$ cat config.mk
export PLATFORM = sky130hd
export DESIGN_NAME = single_wire_sensor_reader_top
export DESIGN_NICKNAME = d
export VERILOG_FILES = /design/src/swsr_pkg.sv /design/src/single_wire_sensor_reader_top.sv /design/src/swsr_cfg_regs.sv /design/src/swsr_fsm.sv
export SDC_FILE = /design/constraint.sdc
export NUM_CORES = 1
export LEC_CHECK = 0
export BUFFER_PORTS_ARGS = -buffer_cell sky130_fd_sc_hd__buf_2
export CORE_MARGIN = 10
export CORE_UTILIZATION = 51
export CTS_BUF_LIST = sky130_fd_sc_hd__clkbuf_4 sky130_fd_sc_hd__clkbuf_8
export DETAILED_ROUTE_END_ITERATION = 12
export PLACE_DENSITY = 0.69
export REMOVE_ABC_BUFFERS = 1
export SLEW_MARGIN = 20
export SYNTH_ARGS = -nofsm -noshare
export SYNTH_HDL_FRONTEND = slang
export SYNTH_SLANG_ARGS = --single-unit
$ cat constraint.sdc
create_clock -name i_clk -period 11.59 [get_ports i_clk]
set_clock_uncertainty 0.05 [all_clocks]
set_input_delay 0.5795 -clock i_clk [delete_from_list [all_inputs] [get_ports i_clk]]
set_output_delay 0.5795 -clock i_clk [all_outputs]
set_load 0.03 [all_outputs]
$ cat src/swsr_pkg.sv
package swsr_pkg;

    // Configuration register indexes
    localparam int CFG_INDEX_W = 3;
    localparam int CFG_DATA_W  = 16;

    localparam logic [CFG_INDEX_W-1:0] CFG_START_LOW_US      = 3'd0;
    localparam logic [CFG_INDEX_W-1:0] CFG_RELEASE_US        = 3'd1;
    localparam logic [CFG_INDEX_W-1:0] CFG_ANSWER_SAMPLE_US  = 3'd2;
    localparam logic [CFG_INDEX_W-1:0] CFG_ANSWER_CONFIRM_US = 3'd3;
    localparam logic [CFG_INDEX_W-1:0] CFG_BIT_SAMPLE_US     = 3'd4;
    localparam logic [CFG_INDEX_W-1:0] CFG_BYTES_PER_FRAME   = 3'd5;
    localparam logic [CFG_INDEX_W-1:0] CFG_TIMEOUT_US        = 3'd6;

    // Register reset values
    localparam logic [14:0] RST_START_LOW_US      = 15'd18000;
    localparam logic [7:0]  RST_RELEASE_US        = 8'd20;
    localparam logic [7:0]  RST_ANSWER_SAMPLE_US  = 8'd40;
    localparam logic [7:0]  RST_ANSWER_CONFIRM_US = 8'd20;
    localparam logic [7:0]  RST_BIT_SAMPLE_US     = 8'd40;
    localparam logic [3:0]  RST_BYTES_PER_FRAME   = 4'd5;
    localparam logic [15:0] RST_TIMEOUT_US        = 16'd200;

    localparam logic [3:0]  MAX_BYTES = 4'd8;

    // Status codes
    localparam logic [1:0] ST_OK        = 2'd0;
    localparam logic [1:0] ST_NO_ANSWER = 2'd1;
    localparam logic [1:0] ST_TIMEOUT   = 2'd2;

    typedef enum logic [3:0] {
        PH_IDLE      = 4'd0,
        PH_START_LOW = 4'd1,
        PH_RELEASE   = 4'd2,
        PH_ANS_LOW   = 4'd3,
        PH_ANS_HIGH  = 4'd4,
        PH_ANS_END   = 4'd5,
        PH_BIT_RISE  = 4'd6,
        PH_BIT_DELAY = 4'd7,
        PH_BIT_FALL  = 4'd8
    } t_phase;

    typedef struct packed {
        logic [14:0] start_low_us;
        logic [7:0]  release_us;
        logic [7:0]  answer_sample_us;
        logic [7:0]  answer_confirm_us;
        logic [7:0]  bit_sample_us;
        logic [3:0]  bytes_per_frame;
        logic [15:0] timeout_us;
    } t_cfg;

    typedef struct packed {
        logic start_req;
        logic line_level;
        logic us_tick;
    } t_in_item;

    typedef struct packed {
        logic       drive_low;
        logic       busy_res;
        logic       byte_valid;
        logic [7:0] byte_value;
        logic [2:0] byte_number;
        logic       frame_last;
        logic [1:0] status;
    } t_out_item;

endpackage

$ cat src/single_wire_sensor_reader_top.sv
// Channel   Direction  Handshake            Payload
// in        sink       i_in_valid/o_in_stall   i_in_item  (start_req, line_level, us_tick)
// out       source     o_out_valid/i_out_stall o_out_item (drive_low .. status)
// cfg       sink       i_cfg_valid/o_cfg_ready i_cfg_index, i_cfg_data
//
// One item per cycle sustained while i_out_stall is low; each item passes an input
// register and then the result register before its result is presented.
// The phase state machine and microsecond counter advance once per item.
// Synchronous active-low reset clears control state and loads register defaults.
// A stalled result holds; the input register then fills and o_in_stall rises.
module single_wire_sensor_reader_top #(
    parameter int COUNTER_BITS = 16
) (
    input  logic                             i_clk,
    input  logic                             i_rst_n,
    input  logic                             i_in_valid,
    output logic                             o_in_stall,
    input  swsr_pkg::t_in_item               i_in_item,
    output logic                             o_out_valid,
    input  logic                             i_out_stall,
    output swsr_pkg::t_out_item              o_out_item,
    input  logic                             i_cfg_valid,
    output logic                             o_cfg_ready,
    input  logic [swsr_pkg::CFG_INDEX_W-1:0] i_cfg_index,
    input  logic [swsr_pkg::CFG_DATA_W-1:0]  i_cfg_data
);
    import swsr_pkg::*;

    logic      r_in_valid;
    t_in_item  r_in_item;
    logic      r_out_valid;
    t_out_item r_out_item;

    logic      fire;
    logic      accept_in;
    t_cfg      cfg;
    t_out_item result;

    assign o_cfg_ready = 1'b1;

    swsr_cfg_regs u_cfg (
        .i_clk   (i_clk),
        .i_rst_n (i_rst_n),
        .i_wr_en (i_cfg_valid && o_cfg_ready),
        .i_index (i_cfg_index),
        .i_data  (i_cfg_data),
        .o_cfg   (cfg)
    );

    // Move an item forward when the result register is free or draining
    assign fire       = r_in_valid && (!r_out_valid || !i_out_stall);
    assign o_in_stall = r_in_valid && !fire;
    assign accept_in  = i_in_valid && !o_in_stall;

    swsr_fsm #(
        .COUNTER_BITS (COUNTER_BITS)
    ) u_fsm (
        .i_clk    (i_clk),
        .i_rst_n  (i_rst_n),
        .i_fire   (fire),
        .i_item   (r_in_item),
        .i_cfg    (cfg),
        .o_result (result)
    );

    // Input register
    always_ff @(posedge i_clk) begin
        if (!i_rst_n) begin
            r_in_valid <= 1'b0;
        end else if (accept_in) begin
            r_in_valid <= 1'b1;
        end else if (fire) begin
            r_in_valid <= 1'b0;
        end
    end

    always_ff @(posedge i_clk) begin
        if (accept_in) begin
            r_in_item <= i_in_item;
        end
    end

    // Result register
    always_ff @(posedge i_clk) begin
        if (!i_rst_n) begin
            r_out_valid <= 1'b0;
        end else if (fire) begin
            r_out_valid <= 1'b1;
        end else if (!i_out_stall) begin
            r_out_valid <= 1'b0;
        end
    end

    always_ff @(posedge i_clk) begin
        if (fire) begin
            r_out_item <= result;
        end
    end

    assign o_out_valid = r_out_valid;
    assign o_out_item  = r_out_item;

endmodule

$ cat src/swsr_cfg_regs.sv
module swsr_cfg_regs (
    input  logic                           i_clk,
    input  logic                           i_rst_n,
    input  logic                           i_wr_en,
    input  logic [swsr_pkg::CFG_INDEX_W-1:0] i_index,
    input  logic [swsr_pkg::CFG_DATA_W-1:0]  i_data,
    output swsr_pkg::t_cfg                 o_cfg
);
    import swsr_pkg::*;

    t_cfg r_cfg;
    t_cfg n_cfg;

    // Decode the index and update the addressed field
    always_comb begin
        n_cfg = r_cfg;
        if (i_wr_en) begin
            case (i_index)
                CFG_START_LOW_US:      n_cfg.start_low_us      = i_data[14:0];
                CFG_RELEASE_US:        n_cfg.release_us        = i_data[7:0];
                CFG_ANSWER_SAMPLE_US:  n_cfg.answer_sample_us  = i_data[7:0];
                CFG_ANSWER_CONFIRM_US: n_cfg.answer_confirm_us = i_data[7:0];
                CFG_BIT_SAMPLE_US:     n_cfg.bit_sample_us     = i_data[7:0];
                CFG_BYTES_PER_FRAME:   n_cfg.bytes_per_frame   = i_data[3:0];
                CFG_TIMEOUT_US:        n_cfg.timeout_us        = i_data[15:0];
                default:               n_cfg = r_cfg;
            endcase
        end
    end

    always_ff @(posedge i_clk) begin
        if (!i_rst_n) begin
            r_cfg.start_low_us      <= RST_START_LOW_US;
            r_cfg.release_us        <= RST_RELEASE_US;
            r_cfg.answer_sample_us  <= RST_ANSWER_SAMPLE_US;
            r_cfg.answer_confirm_us <= RST_ANSWER_CONFIRM_US;
            r_cfg.bit_sample_us     <= RST_BIT_SAMPLE_US;
            r_cfg.bytes_per_frame   <= RST_BYTES_PER_FRAME;
            r_cfg.timeout_us        <= RST_TIMEOUT_US;
        end else begin
            r_cfg <= n_cfg;
        end
    end

    assign o_cfg = r_cfg;

endmodule

$ cat src/swsr_fsm.sv
module swsr_fsm #(
    parameter int COUNTER_BITS = 16
) (
    input  logic                i_clk,
    input  logic                i_rst_n,
    input  logic                i_fire,
    input  swsr_pkg::t_in_item  i_item,
    input  swsr_pkg::t_cfg      i_cfg,
    output swsr_pkg::t_out_item o_result
);
    import swsr_pkg::*;

    localparam int CmpW = (COUNTER_BITS > 16) ? COUNTER_BITS : 16;

    t_phase                  r_phase,  n_phase;
    logic [COUNTER_BITS-1:0] r_count,  n_count;
    logic [7:0]              r_shift,  n_shift;
    logic [2:0]              r_bits,   n_bits;
    logic [2:0]              r_bytes,  n_bytes;

    logic                    cnt_sat;
    logic [COUNTER_BITS-1:0] cnt_nxt;
    logic [CmpW-1:0]         target;
    logic                    reached;
    logic [2:0]              last_idx;
    logic                    is_last;
    logic                    want_level;

    // Saturating microsecond counter and target compare
    assign cnt_sat = (r_count == {COUNTER_BITS{1'b1}});
    assign cnt_nxt = r_count + COUNTER_BITS'(i_item.us_tick && !cnt_sat);

    always_comb begin
        case (r_phase)
            PH_START_LOW: target = CmpW'(i_cfg.start_low_us);
            PH_RELEASE:   target = CmpW'(i_cfg.release_us);
            PH_ANS_LOW:   target = CmpW'(i_cfg.answer_sample_us);
            PH_ANS_HIGH:  target = CmpW'(i_cfg.answer_confirm_us);
            PH_BIT_DELAY: target = CmpW'(i_cfg.bit_sample_us);
            default:      target = CmpW'(i_cfg.timeout_us);
        endcase
    end

    assign reached = (CmpW'(cnt_nxt) >= target) || (cnt_nxt == {COUNTER_BITS{1'b1}});

    // Clamp frame length to one through eight bytes
    always_comb begin
        if (i_cfg.bytes_per_frame == 4'd0) begin
            last_idx = 3'd0;
        end else if (i_cfg.bytes_per_frame > MAX_BYTES) begin
            last_idx = 3'd7;
        end else begin
            last_idx = 3'(i_cfg.bytes_per_frame - 4'd1);
        end
    end

    assign is_last    = (r_bytes == last_idx);
    assign want_level = (r_phase == PH_BIT_RISE);

    // Next state and result for the current item
    always_comb begin
        n_phase  = r_phase;
        n_count  = r_count;
        n_shift  = r_shift;
        n_bits   = r_bits;
        n_bytes  = r_bytes;
        o_result = '0;

        case (r_phase)
            PH_IDLE: begin
                if (i_item.start_req) begin
                    n_phase = PH_START_LOW;
                    n_count = '0;
                    n_shift = '0;
                    n_bits  = '0;
                    n_bytes = '0;
                end
            end
            PH_START_LOW, PH_RELEASE: begin
                n_count = cnt_nxt;
                if (reached) begin
                    n_count = '0;
                    n_phase = (r_phase == PH_START_LOW) ? PH_RELEASE : PH_ANS_LOW;
                end
            end
            PH_ANS_LOW: begin
                n_count = cnt_nxt;
                if (reached) begin
                    n_count = '0;
                    if (!i_item.line_level) begin
                        n_phase = PH_ANS_HIGH;
                    end else begin
                        n_phase         = PH_IDLE;
                        o_result.status = ST_NO_ANSWER;
                    end
                end
            end
            PH_ANS_HIGH: begin
                n_count = cnt_nxt;
                if (reached) begin
                    n_count = '0;
                    if (i_item.line_level) begin
                        n_phase = PH_ANS_END;
                    end else begin
                        n_phase         = PH_IDLE;
                        o_result.status = ST_NO_ANSWER;
                    end
                end
            end
            PH_ANS_END, PH_BIT_RISE, PH_BIT_FALL: begin
                if (i_item.line_level == want_level) begin
                    n_count = '0;
                    if (r_phase == PH_ANS_END) begin
                        n_phase = PH_BIT_RISE;
                    end else if (r_phase == PH_BIT_RISE) begin
                        n_phase = PH_BIT_DELAY;
                    end else if (r_bits != 3'd0) begin
                        n_phase = PH_BIT_RISE;
                    end else begin
                        // Present the finished byte
                        o_result.byte_valid  = 1'b1;
                        o_result.byte_value  = r_shift;
                        o_result.byte_number = r_bytes;
                        o_result.frame_last  = is_last;
                        n_shift              = '0;
                        if (is_last) begin
                            n_phase = PH_IDLE;
                        end else begin
                            n_bytes = r_bytes + 3'd1;
                            n_phase = PH_BIT_RISE;
                        end
                    end
                end else begin
                    n_count = cnt_nxt;
                    if (reached) begin
                        n_count         = '0;
                        n_phase         = PH_IDLE;
                        o_result.status = ST_TIMEOUT;
                    end
                end
            end
            PH_BIT_DELAY: begin
                n_count = cnt_nxt;
                if (reached) begin
                    n_count = '0;
                    n_shift = {r_shift[6:0], i_item.line_level};
                    n_bits  = r_bits + 3'd1;
                    n_phase = PH_BIT_FALL;
                end
            end
            default: begin
                n_phase = PH_IDLE;
                n_count = '0;
            end
        endcase

        o_result.drive_low = (n_phase == PH_START_LOW);
        o_result.busy_res  = (n_phase != PH_IDLE);
    end

    // Advance state only when an item moves to the result register
    always_ff @(posedge i_clk) begin
        if (!i_rst_n) begin
            r_phase <= PH_IDLE;
            r_count <= '0;
            r_shift <= '0;
            r_bits  <= '0;
            r_bytes <= '0;
        end else if (i_fire) begin
            r_phase <= n_phase;
            r_count <= n_count;
            r_shift <= n_shift;
            r_bits  <= n_bits;
            r_bytes <= n_bytes;
        end
    end

endmodule
==> impl_metrics.py <==
metrics = {
    "status": {
        "status": "complete, no violations",
    },
    "flow_run": {
        "drv_cap": 0,
    },
    "pwr": {
        "p_switching_w": 0.000257,
        "power_leakage_nw": 2.75,
        "internal-power_w": 0.000716,
        "seq_power_share_pct": 47.2,
        "power_frac_clock_pct": 39.6,
        "p_per_area_nw_per_um2": 135,
        "ir_drop_mv": 0.0855,
        "combPwrFrac_pct": 13.2,
        "switching_share_pct": 26.4,
    },
    "critical_path": {
        "crit_path_frequent_cell": "ha_1",
        "crit_chain": "nand3_1 > nor4_1 > a41oi_1 > ha_1 > ha_1 > nand3_2 > nor4_2 > xnor2_1 > inv_1 > ha_1 > o2111ai_1 > nor2_1 > a22oi_1 > nand3_1 > a21oi_2 > o21bai_1 > a221o_1 > or4b_1",
        "cp_num_buf_inv": 1,
        "crit_slowest_cell": "or4b_1",
        "critPathMaxFanout": 12,
        "cp_top_family": "simple AND/OR/NAND/NOR gates",
        "max_stage_delay_ps": 500,
        "arrival_ps": 5290,
        "critPathLaunchType": "register",
        "critPathKind": "register to register",
        "worstPathRequired_ps": 11710,
        "end_kind": "register",
    },
    "synthesis": {
        "synth-seq-cells": 123,
        "synth_ff_type": "dfxtp_1",
        "synthCells": 774,
        "ys_types": 68,
        "async_reset_ff_share_pct": 0,
        "yosys_warnings": 0,
        "syn-cell-area_sq_um": 6480,
        "syn_avg_cell_area_sq_um": 8.37,
        "synth_edf_count": 20,
        "ys_seq_area_share_pct": 41.1,
    },
    "floorplanning": {
        "num_io_pins": 47,
        "chipHeight_microns": 133,
        "initial_utilization_pct": 51.8,
        "fp-row-count": 41,
        "die_area_sq_um": 17600,
        "die_x_microns": 133,
        "core_area_sq_um": 12500,
    },
    "sta": {
        "rsz0062_at_grt": "false",
        "drv_slew": 0,
        "fin_crit_sh_pct": 44.6,
        "hold_viol": 0,
        "worstMarginPinSlew_ps": 1030,
        "slew_headroom_pct": 30.9,
        "period_minus_slack_ps": 5170,
        "finalSetupTns_ps": 0,
        "setup_viol": 0,
        "fmax_ghz": 0.194,
    },
    "cts": {
        "clock_latency_ps": 440,
        "tritoncts": "built",
        "cts.sinks": 123,
        "post_cts_buffers": 0,
        "numCtsBuffers": 17,
        "cts-htree-levels": 4,
        "ctsRootBufferMaster": "clkbuf_8",
        "clockBufferDepth": 2,
        "holdBufCountCts": 0,
        "post_cts_resized": 0,
        "clkTransAtPathRegs_ps": 70,
    },
    "routing": {
        "post-route-drc-count": 0,
        "wl_per_cell_microns": 16.1,
        "firstDrtPassIters": 5,
        "vias": 5597,
        "ant_nets": 0,
        "via_per_inst": 5.68,
        "wirelength_microns": 15800,
        "drt-initial-drc-count": 463,
    },
    "final_layout": {
        "finalNonFillerCells": 986,
        "layout_commonest_cell": "nand2_1",
        "final_area_sq_um": 7190,
        "nets": 851,
        "syn_to_final_growth_pct": 10.9,
        "fillers": 1210,
        "mostFrequentLayoutCells": "nand2_1, dfxtp_1, a21boi_0",
        "final_layout_size_suffix_gt1_share_pct": 11.8,
        "diodes": 0,
    },
    "global_routing": {
        "grt_max_degree": 104,
        "grtUsageTotal_pct": 18.0,
        "grt_pass1_vias": 5308,
        "grt_first_pass_wirelength_microns": 26200,
        "grt_overflow": 0,
        "grt_antenna_before_repair": 0,
    },
    "placement": {
        "hpwl_microns": 11100,
        "gp_congestion": 0.901,
        "io_buffers": 45,
        "postPlaceCellArea_sq_um": 6780,
        "dp_cells": 955,
    },
    "min_path": {
        "holdCritPathClass": "input pin to register",
    },
}
cell families after synthesis:
kind of cell | synth area share [%]
multiplexers | 2.47
XOR/XNOR | 2.57
adder cells (fa/ha/maj) | 4.40
AND/OR/NAND/NOR | 25.6
other | 0.0579
flip-flops | 41.1
AO/OA/AOI/OAI | 19.7
buffers and inverters | 4.04
path summary, 6_finish.rpt:
| path | slack, ps | end | depth (start not counted) | startpoint |
|---|---|---|---|---|
| min reg2reg | 420 | u_cfg.o_cfg[14] | 2 | u_cfg.o_cfg[14] |
| max | 6420 | o_out_item[15] | 18 | u_fsm.r_count[7] |
| max reg2reg | 6420 | o_out_item[15] | 18 | u_fsm.r_count[7] |
| min | 270 | r_in_item[1] | 1 | i_in_item[1] |
synth_stat cells (all sizes together), types with 17 or more instances:
cell type	count	area (sq um)
dfxtp	103	2060
a21boi	57	428
clkbuf	30	114
o21ai	30	150
nand2	166	623
inv	22	82.6
nor2	36	135
and2	19	119
a21oi	35	179
nand3	44	230
ha	22	275
nor2b	17	106
edfxtp	20	601
a22oi	23	173
nand2b	17	106
power by group through the flow:
| stage | Sequential [W] | Clock (W) | Combinational, W |
|---|---|---|---|
| floorplan | 0.000471 | 0 | 0.0000775 |
| global placement | 0.000468 | 0 | 0.000125 |
| detailed placement | 0.000468 | 0 | 0.000128 |
| CTS | 0.000459 | 0.000396 | 0.000128 |
| global route | 0.000461 | 0.000413 | 0.000144 |
| finish | 0.000459 | 0.000386 | 0.000129 |
per-stage QoR:
step / worst slack [ps] / power, W / util (%) / hold slack (ps)
floorplan: 7060 / 0.000549 / - / 388
global placement: 6660 / 0.000593 / 54.1 / 401
detailed placement: 6520 / 0.000596 / 54.1 / 406
CTS: 6490 / 0.000983 / 57.4 / 230
global route: 6010 / 0.00102 / 57.4 / 231
finish: 6420 / 0.000974 / 57.4 / 266
flip-flops by register name, indices dropped and copies added, names as in the netlist:
name and cells:
o_out_item 17, o_out_valid 1, r_in_item 3, r_in_valid 1
u_cfg.o_cfg 67, u_fsm.r_bits 3, u_fsm.r_bytes 3, u_fsm.r_count 16
u_fsm.r_phase 4, u_fsm.r_shift 8
area by class of cell:
| cell class | instances | area [sq um] | share of cell area [%] |
|---|---|---|---|
| multi-input cells | 588 | 3560 | 49.5 |
| inverters | 23 | 86.3 | 1.20 |
| clock buffers | 25 | 325 | 4.53 |
| clock inverters | 6 | 83.8 | 1.17 |
| repair buffers | 49 | 255 | 3.55 |
| well taps | 172 | 215 | 2.99 |
| flip-flops and latches | 123 | 2660 | 37.1 |
layer usage:
metal  GRT usage (%)  part of all wire (%)  vias up
met5               0                     0        -
met3            5.03                   6.1       21
met2            28.9                    47      198
met1            22.7                    45     2616
li1                -                     -     2762
met4            5.81                   1.3        0
Power figures use the tool's default switching activity.
